$ cat config.mk
export PLATFORM = sky130hd
export DESIGN_NAME = sha256_hasher_top
export DESIGN_NICKNAME = d
export VERILOG_FILES = /design/src/hw/rtl/sha256_pkg.sv /design/src/hw/rtl/sha256_hasher_top.sv
export SDC_FILE = /design/constraint.sdc
export NUM_CORES = 2
export LEC_CHECK = 0
export ABC_AREA = 1
export BUFFER_PORTS_ARGS = -buffer_cell sky130_fd_sc_hd__buf_2
export CORE_MARGIN = 10
export CORE_UTILIZATION = 45
export DETAILED_ROUTE_END_ITERATION = 10
export SYNTH_ARGS = -nofsm -noshare
export SYNTH_HDL_FRONTEND = slang
export SYNTH_SLANG_ARGS = --single-unit
$ cat constraint.sdc
create_clock -name clk -period 39.6 [get_ports clk]
set_input_delay 3.96 -clock clk [delete_from_list [all_inputs] [get_ports clk]]
set_output_delay 3.96 -clock clk [all_outputs]
set_load 0.01 [all_outputs]
$ cat src/hw/rtl/sha256_pkg.sv
// ----------------------------------------------------------------------------
// sha256_pkg
// Shared constants and round functions for the SHA-256 hashing engine.
// ----------------------------------------------------------------------------
package sha256_pkg;

	localparam int BLOCK_BYTES = 64;
	localparam int ROUNDS      = 64;
	localparam int CHAIN_WORDS = 8;
	localparam int LEN_POS     = 56;
	localparam logic [7:0] PAD_BYTE = 8'h80;

	localparam logic [31:0] INIT_VECTOR [CHAIN_WORDS] = '{
		32'h6a09e667, 32'hbb67ae85, 32'h3c6ef372, 32'ha54ff53a,
		32'h510e527f, 32'h9b05688c, 32'h1f83d9ab, 32'h5be0cd19
	};

	localparam logic [31:0] ROUND_K [ROUNDS] = '{
		32'h428a2f98, 32'h71374491, 32'hb5c0fbcf, 32'he9b5dba5,
		32'h3956c25b, 32'h59f111f1, 32'h923f82a4, 32'hab1c5ed5,
		32'hd807aa98, 32'h12835b01, 32'h243185be, 32'h550c7dc3,
		32'h72be5d74, 32'h80deb1fe, 32'h9bdc06a7, 32'hc19bf174,
		32'he49b69c1, 32'hefbe4786, 32'h0fc19dc6, 32'h240ca1cc,
		32'h2de92c6f, 32'h4a7484aa, 32'h5cb0a9dc, 32'h76f988da,
		32'h983e5152, 32'ha831c66d, 32'hb00327c8, 32'hbf597fc7,
		32'hc6e00bf3, 32'hd5a79147, 32'h06ca6351, 32'h14292967,
		32'h27b70a85, 32'h2e1b2138, 32'h4d2c6dfc, 32'h53380d13,
		32'h650a7354, 32'h766a0abb, 32'h81c2c92e, 32'h92722c85,
		32'ha2bfe8a1, 32'ha81a664b, 32'hc24b8b70, 32'hc76c51a3,
		32'hd192e819, 32'hd6990624, 32'hf40e3585, 32'h106aa070,
		32'h19a4c116, 32'h1e376c08, 32'h2748774c, 32'h34b0bcb5,
		32'h391c0cb3, 32'h4ed8aa4a, 32'h5b9cca4f, 32'h682e6ff3,
		32'h748f82ee, 32'h78a5636f, 32'h84c87814, 32'h8cc70208,
		32'h90befffa, 32'ha4506ceb, 32'hbef9a3f7, 32'hc67178f2
	};

	// Sigma functions, rotations written as bit reordering
	function automatic logic [31:0] big_sig0(input logic [31:0] x);
		big_sig0 = {x[1:0], x[31:2]} ^ {x[12:0], x[31:13]} ^ {x[21:0], x[31:22]};
	endfunction

	function automatic logic [31:0] big_sig1(input logic [31:0] x);
		big_sig1 = {x[5:0], x[31:6]} ^ {x[10:0], x[31:11]} ^ {x[24:0], x[31:25]};
	endfunction

	function automatic logic [31:0] small_sig0(input logic [31:0] x);
		small_sig0 = {x[6:0], x[31:7]} ^ {x[17:0], x[31:18]} ^ {3'b000, x[31:3]};
	endfunction

	function automatic logic [31:0] small_sig1(input logic [31:0] x);
		small_sig1 = {x[16:0], x[31:17]} ^ {x[18:0], x[31:19]} ^ {10'd0, x[31:10]};
	endfunction

endpackage

$ cat src/hw/rtl/sha256_hasher_top.sv
// Each byte beat is taken in the idle state; the beat that fills a 64-byte block
// starts 64 rounds on the shared round unit, then one chaining add, and no
// bytes are taken until the add is done. End of message: padding bytes plus
// one or two compressions, then 8 digest beats.
// Reset: chaining words to the initial vector, byte and fill counts to zero;
// block/schedule and working-variable registers hold no reset value.
// ----------------------------------------------------------------------------
// sha256_hasher_top
// Streaming SHA-256 engine: buffers bytes into 512-bit blocks, compresses
// each block with one round unit iterated 64 times, pads and emits digest.
// ----------------------------------------------------------------------------
module sha256_hasher_top (
	input  logic        clk,
	input  logic        arst_n,
	// input channel
	input  logic        in_valid,
	output logic        in_ready,
	input  logic [7:0]  data_byte,
	input  logic        byte_valid,
	input  logic        end_of_message,
	// output channel
	output logic        out_valid,
	input  logic        out_ready,
	output logic [31:0] digest_word,
	output logic        word_last
);
	import sha256_pkg::*;

	typedef enum logic [2:0] {
		ST_IDLE,   // taking byte beats
		ST_PAD,    // feeding 0x80, zeros and the length, one byte a cycle
		ST_ROUND,  // 64 compression rounds
		ST_ADD,    // fold working vars into the chaining words
		ST_OUT     // presenting the eight digest beats
	} state_t;

	state_t       state_q;
	logic [5:0]   fill_q;     // bytes in current block
	logic [60:0]  count_q;    // message length in bytes, wraps
	logic [5:0]   round_q;
	logic [2:0]   idx_q;      // digest word being presented
	logic         pad_q;      // end of message seen, padding pending
	logic         sent80_q;   // 0x80 marker already placed
	logic         wrap_q;     // marker fell past the length field: zero-fill this block
	logic         done_q;     // last padded block is being compressed
	logic [31:0]  chain_q [CHAIN_WORDS];

	// Block buffer and message schedule share one 512-bit shift line.
	// Bytes shift in from the bottom; during rounds whole words do.
	// Word j of the window sits at bits [511-32*j -: 32].
	logic [511:0] blk_q;
	logic [31:0]  var_q [CHAIN_WORDS];

	logic         byte_acc;
	logic         pad_step;
	logic         load_vars;
	logic [7:0]   pad_byte;
	logic [7:0]   shift_byte;
	logic [63:0]  len_bits;
	logic [63:0]  len_shift;
	logic [31:0]  w_new;
	logic [31:0]  t1;
	logic [31:0]  t2;
	logic [31:0]  ch;
	logic [31:0]  mj;

	assign in_ready  = (state_q == ST_IDLE);
	assign out_valid = (state_q == ST_OUT);
	assign digest_word = chain_q[idx_q];
	assign word_last   = (idx_q == 3'(CHAIN_WORDS - 1));

	assign byte_acc  = in_valid && in_ready && byte_valid;
	assign pad_step  = (state_q == ST_PAD);
	// last byte of a block enters: working vars take the chaining words
	assign load_vars = (byte_acc || pad_step) && (fill_q == 6'(BLOCK_BYTES - 1));

	// padding byte: marker, zeros up to the length field, then the bit length
	assign len_bits  = {count_q, 3'b000};
	assign len_shift = len_bits << {fill_q[2:0], 3'b000};
	always_comb begin
		if (!sent80_q) begin
			pad_byte = PAD_BYTE;
		end else if (fill_q < 6'(LEN_POS) || wrap_q) begin
			pad_byte = 8'h00;
		end else begin
			pad_byte = len_shift[63:56];
		end
	end
	assign shift_byte = pad_step ? pad_byte : data_byte;

	// round unit: first 16 rounds recirculate the block words,
	// later rounds extend the schedule from taps t-16, t-15, t-7, t-2
	always_comb begin
		if (round_q < 6'd16) begin
			w_new = blk_q[511:480];
		end else begin
			w_new = small_sig1(blk_q[63:32]) + blk_q[223:192]
				+ small_sig0(blk_q[479:448]) + blk_q[511:480];
		end
		ch = (var_q[4] & var_q[5]) ^ (~var_q[4] & var_q[6]);
		mj = (var_q[0] & var_q[1]) ^ (var_q[0] & var_q[2]) ^ (var_q[1] & var_q[2]);
		t1 = var_q[7] + big_sig1(var_q[4]) + ch + ROUND_K[round_q] + w_new;
		t2 = big_sig0(var_q[0]) + mj;
	end

	// datapath registers, no reset
	always_ff @(posedge clk) begin
		if (byte_acc || pad_step) begin
			blk_q <= {blk_q[503:0], shift_byte};
		end else if (state_q == ST_ROUND) begin
			blk_q <= {blk_q[479:0], w_new};
		end
		if (load_vars) begin
			for (int i = 0; i < CHAIN_WORDS; i++) begin
				var_q[i] <= chain_q[i];
			end
		end else if (state_q == ST_ROUND) begin
			var_q[7] <= var_q[6];
			var_q[6] <= var_q[5];
			var_q[5] <= var_q[4];
			var_q[4] <= var_q[3] + t1;
			var_q[3] <= var_q[2];
			var_q[2] <= var_q[1];
			var_q[1] <= var_q[0];
			var_q[0] <= t1 + t2;
		end
	end

	// sequencer
	always_ff @(posedge clk or negedge arst_n) begin
		if (!arst_n) begin
			state_q  <= ST_IDLE;
			fill_q   <= '0;
			count_q  <= '0;
			round_q  <= '0;
			idx_q    <= '0;
			pad_q    <= 1'b0;
			sent80_q <= 1'b0;
			wrap_q   <= 1'b0;
			done_q   <= 1'b0;
			for (int i = 0; i < CHAIN_WORDS; i++) begin
				chain_q[i] <= INIT_VECTOR[i];
			end
		end else begin
			case (state_q)
				ST_IDLE: begin
					if (in_valid) begin
						if (byte_valid) begin
							fill_q  <= fill_q + 6'd1;
							count_q <= count_q + 61'd1;
						end
						if (end_of_message) begin
							pad_q <= 1'b1;
						end
						if (load_vars) begin
							state_q <= ST_ROUND;
							round_q <= '0;
						end else if (end_of_message) begin
							state_q <= ST_PAD;
						end
					end
				end
				ST_PAD: begin
					fill_q   <= fill_q + 6'd1;
					sent80_q <= 1'b1;
					if (load_vars) begin
						state_q <= ST_ROUND;
						round_q <= '0;
						wrap_q  <= 1'b0;
						// length went in unless this block ended with the marker or was only zero-filled
						if (sent80_q && !wrap_q) begin
							done_q <= 1'b1;
						end
					end else if (!sent80_q && fill_q >= 6'(LEN_POS)) begin
						// no room for the length: finish this block, length goes next
						wrap_q <= 1'b1;
					end
				end
				ST_ROUND: begin
					round_q <= round_q + 6'd1;
					if (round_q == 6'(ROUNDS - 1)) begin
						state_q <= ST_ADD;
					end
				end
				ST_ADD: begin
					for (int i = 0; i < CHAIN_WORDS; i++) begin
						chain_q[i] <= chain_q[i] + var_q[i];
					end
					if (done_q) begin
						state_q <= ST_OUT;
						idx_q   <= '0;
					end else if (pad_q) begin
						state_q <= ST_PAD;
					end else begin
						state_q <= ST_IDLE;
					end
				end
				ST_OUT: begin
					if (out_ready) begin
						idx_q <= idx_q + 3'd1;
						if (idx_q == 3'(CHAIN_WORDS - 1)) begin
							// back to the initial vector for the next message
							state_q  <= ST_IDLE;
							count_q  <= '0;
							pad_q    <= 1'b0;
							sent80_q <= 1'b0;
							done_q   <= 1'b0;
							for (int i = 0; i < CHAIN_WORDS; i++) begin
								chain_q[i] <= INIT_VECTOR[i];
							end
						end
					end
				end
				default: begin
					state_q <= ST_IDLE;
				end
			endcase
		end
	end

`ifndef ASSERT_OFF
	// input and output sides never active together
	a_no_overlap: assert property (@(posedge clk) disable iff (!arst_n)
		!(in_ready && out_valid))
		else $error("input ready while digest is presented");

	// rounds advance one per cycle without leaving the round state
	a_round_step: assert property (@(posedge clk) disable iff (!arst_n)
		(state_q == ST_ROUND && round_q != 6'(ROUNDS - 1)) |=>
		(state_q == ST_ROUND && round_q == $past(round_q) + 6'd1))
		else $error("round counter skipped");

	// digest only follows a completely padded block
	a_out_aligned: assert property (@(posedge clk) disable iff (!arst_n)
		out_valid |-> (fill_q == 6'd0 && done_q))
		else $error("digest presented with partial block");

	// last digest beat returns the engine to taking bytes
	a_last_idle: assert property (@(posedge clk) disable iff (!arst_n)
		(out_valid && out_ready && word_last) |=> in_ready)
		else $error("engine not idle after last digest beat");
`endif

endmodule

==> impl_metrics.yaml <==
routing:
  drcViolationCount: 0
  via_per_inst: 5.74
  routedWlPerCell_um: 25.7
  ant_nets: 0
  finalWirelength_um: 317000
  drtIter0Drc: 7264
  num_vias: 70600
  first_pass_iters: 6
clock_network:
  path_clk_slew_ns: 0.06
  cts_resized: 0
  numClockSinks: 1107
  cts_tree: "yes"
  cts_buffers: 137
  clockRootBuffer: "clkbuf_16"
  cts_setup_buffers: 0
  clk_path_buf_depth: 3
  h-tree-depth: 4
  clk_latency_ns: 0.84
  cts_hold_buf: 0
synthesis:
  synth_seq_area_share_pct: 39.9
  yosys-top-cells-area: "edfxtp_1 (29%), nand2_1 (13%), ha_1 (6.5%)"
  async_flop_share_pct: 30.6
  ys_types: 71
  ys_ff_latch: 1107
  synth_top_area_share_pct: 29.0
  synthFlopType: "edfxtp_1"
  avgSynthCellArea_um2: 7.95
  yosys.area.top_type: "edfxtp_1"
  synth_area_um2: 79600
  ys_warn_count: 0
  synth_cells: 10000
  synth_nets: 10600
  synth_edf_count: 768
placed_design:
  portBuffers: 48
  place_inst: 12100
  dp_hpwl_um: 242000
  place_congestion: 1.01
sta:
  drv_slew: 0
  fin_crit_ns: 10.74
  hold_viol_final: 0
  setup_viol_count_final: 0
  rsz0062_at_grt: "no"
  tns_ns: 0
  clock_skew_ns: 0.0690
  fin_crit_sh_pct: 27.1
  max_slew_margin_pct: 11.8
  clock.fmax_mhz: 93.1
  worst_pin_slew_ns: 1.32
layout:
  stdcell_count: 12300
  seq_area_um2: 31700
  fill_cells: 17300
  drive_above_1_share_pct: 5.78
  layout_commonest_cell: "nand2_1"
  num-nets-final: 10500
  final_cell_mix: "nand2_1 (2728), inv_1 (1289), o21ai_0 (976)"
  multi_input_area_um2: 41300
  area_growth_pct: 8.68
worst_setup_path:
  crit_required_ns: 40.11
  crit_type: "reg -> reg"
  cp-end-kind: "flip-flop"
  worst_path_max_delay_cell: "o21ai_0"
  crit_path_start: "blk_q[45]"
  crit_fanout: 6
  cpLargestDelayFamily: "adder cells"
  critPathArrivalTime_ns: 11.25
  startpoint_type: "flip-flop"
  reg2reg_from: "blk_q[45]"
  timing.critical_path.slowest_cell_delay_ns: 0.58
  crit_buf_inv: 6
grt:
  antenna_found_initial: 10
  grt_pass1_wl_um: 462000
  overflow: 0
  grt_max_degree: 204
  grt.total_usage_pct: 31.9
  grt_pass1_vias: 68100
die:
  start_util_pct: 45.2
  dieArea_um2: 194000
  rows: 154
  io_pins: 49
  die_y_um: 440
  core-area_um2: 176000
  die_w_um: 440
hold_path:
  worst_hold_path_type: "reg -> reg"
  hp-start: "count_q[30]"
job:
  drv_cap: 0
outcome:
  outcome: "finished clean"
## layout make-up
class,instances,area share [%]
inverter,1311,5.73
tap,2340,3.39
sequential,1107,36.7
timing repair buffer,136,1.11
clock buffer,182,4.30
antenna,3,0.00868
clock inverter,69,0.964
multi-input combinational,7162,47.8
## worst paths after layout
check | endpoint | slack, ns | cells after the start
min in group asynchronous | chain_q[125] | 3.06 | 1
worst max-delay path | var_q[0][30] | 28.86 | 44
worst max register to register | var_q[0][30] | 28.86 | 44
max in group asynchronous | round_q[4] | 33.55 | 4
worst min-delay path | count_q[30] | 0.49 | 1
worst min register to register | count_q[30] | 0.49 | 1
## per-stage QoR
step           worst slack, ns  hold WS [ns]  utilization [%]  area, µm²
2_1_floorplan            22.76         0.455                -      79600
3_3_place_gp             29.11         0.479             46.6      81900
3_5_place_dp             29.09         0.485             46.6      81900
4_1_cts                  28.99         0.492             49.1      86500
5_1_grt                  28.29         0.506             49.1      86500
6_report                 28.86         0.492             49.1      86500
## state kept, by name (all words and copies together), names as in the netlist, 3 cells and up
name,flops
chain_q,256
fill_q,6
var_q,256
round_q,6
state_q,3
idx_q,3
blk_q,512
count_q,61
## synth_stat cells (55+ instances only)
library cell	number
nand2_1	2730
inv_1	1291
o21ai_0	983
edfxtp_1	768
a21oi_1	700
nor2_1	511
ha_1	413
clkbuf_1	387
nand3_1	256
xor2_1	251
dfrtp_1	203
fa_1	197
xnor2_1	185
o22ai_1	152
dfstp_2	136
nor3_1	120
a31oi_1	95
o21bai_1	76
nand4_1	55
## routing by layer
| metal | vias to the layer above | track usage (%) | share of wire, % |
|---|---|---|---|
| met5 | - | 0 | 0.021 |
| met4 | 10 | 14.9 | 5.6 |
| met3 | 633 | 4.97 | 7.2 |
| met2 | 2759 | 51.2 | 45 |
| met1 | 34200 | 42.3 | 42 |
| li1 | 33000 | - | - |
## kinds of logic (layout without fill, tap and decap cells)
group                    count (synthesis)  in the layout  share of synthesized area (%)
adder cells (fa/ha/maj)                613            613                           11.5
AND/OR/NAND/NOR                       3788           3788                           19.2
AO/OA/AOI/OAI                         2309           2309                           16.2
flip-flops                            1107           1107                           39.9
buffers and inverters                 1735           1698                           8.21
XOR/XNOR                               436            436                           4.80
multiplexers                            16             16                          0.201
other                                    0              3                              0
## worst reg2reg max path: cells and delay by family (launching register included)
| family | cells | cell delay (ns) |
|---|---|---|
| adders and majority gates | 9 | 4.07 |
| and+or+nand+nor | 13 | 1.79 |
| DFF | 1 | 0.50 |
| AOI/OAI and AO/OA | 12 | 2.80 |
| xor gates and xnor gates | 4 | 0.86 |
| buffers and inverters | 6 | 0.44 |
Power is not shown: default switching activity piles up to over one toggle a cycle in this logic, so the estimate is an artifact.
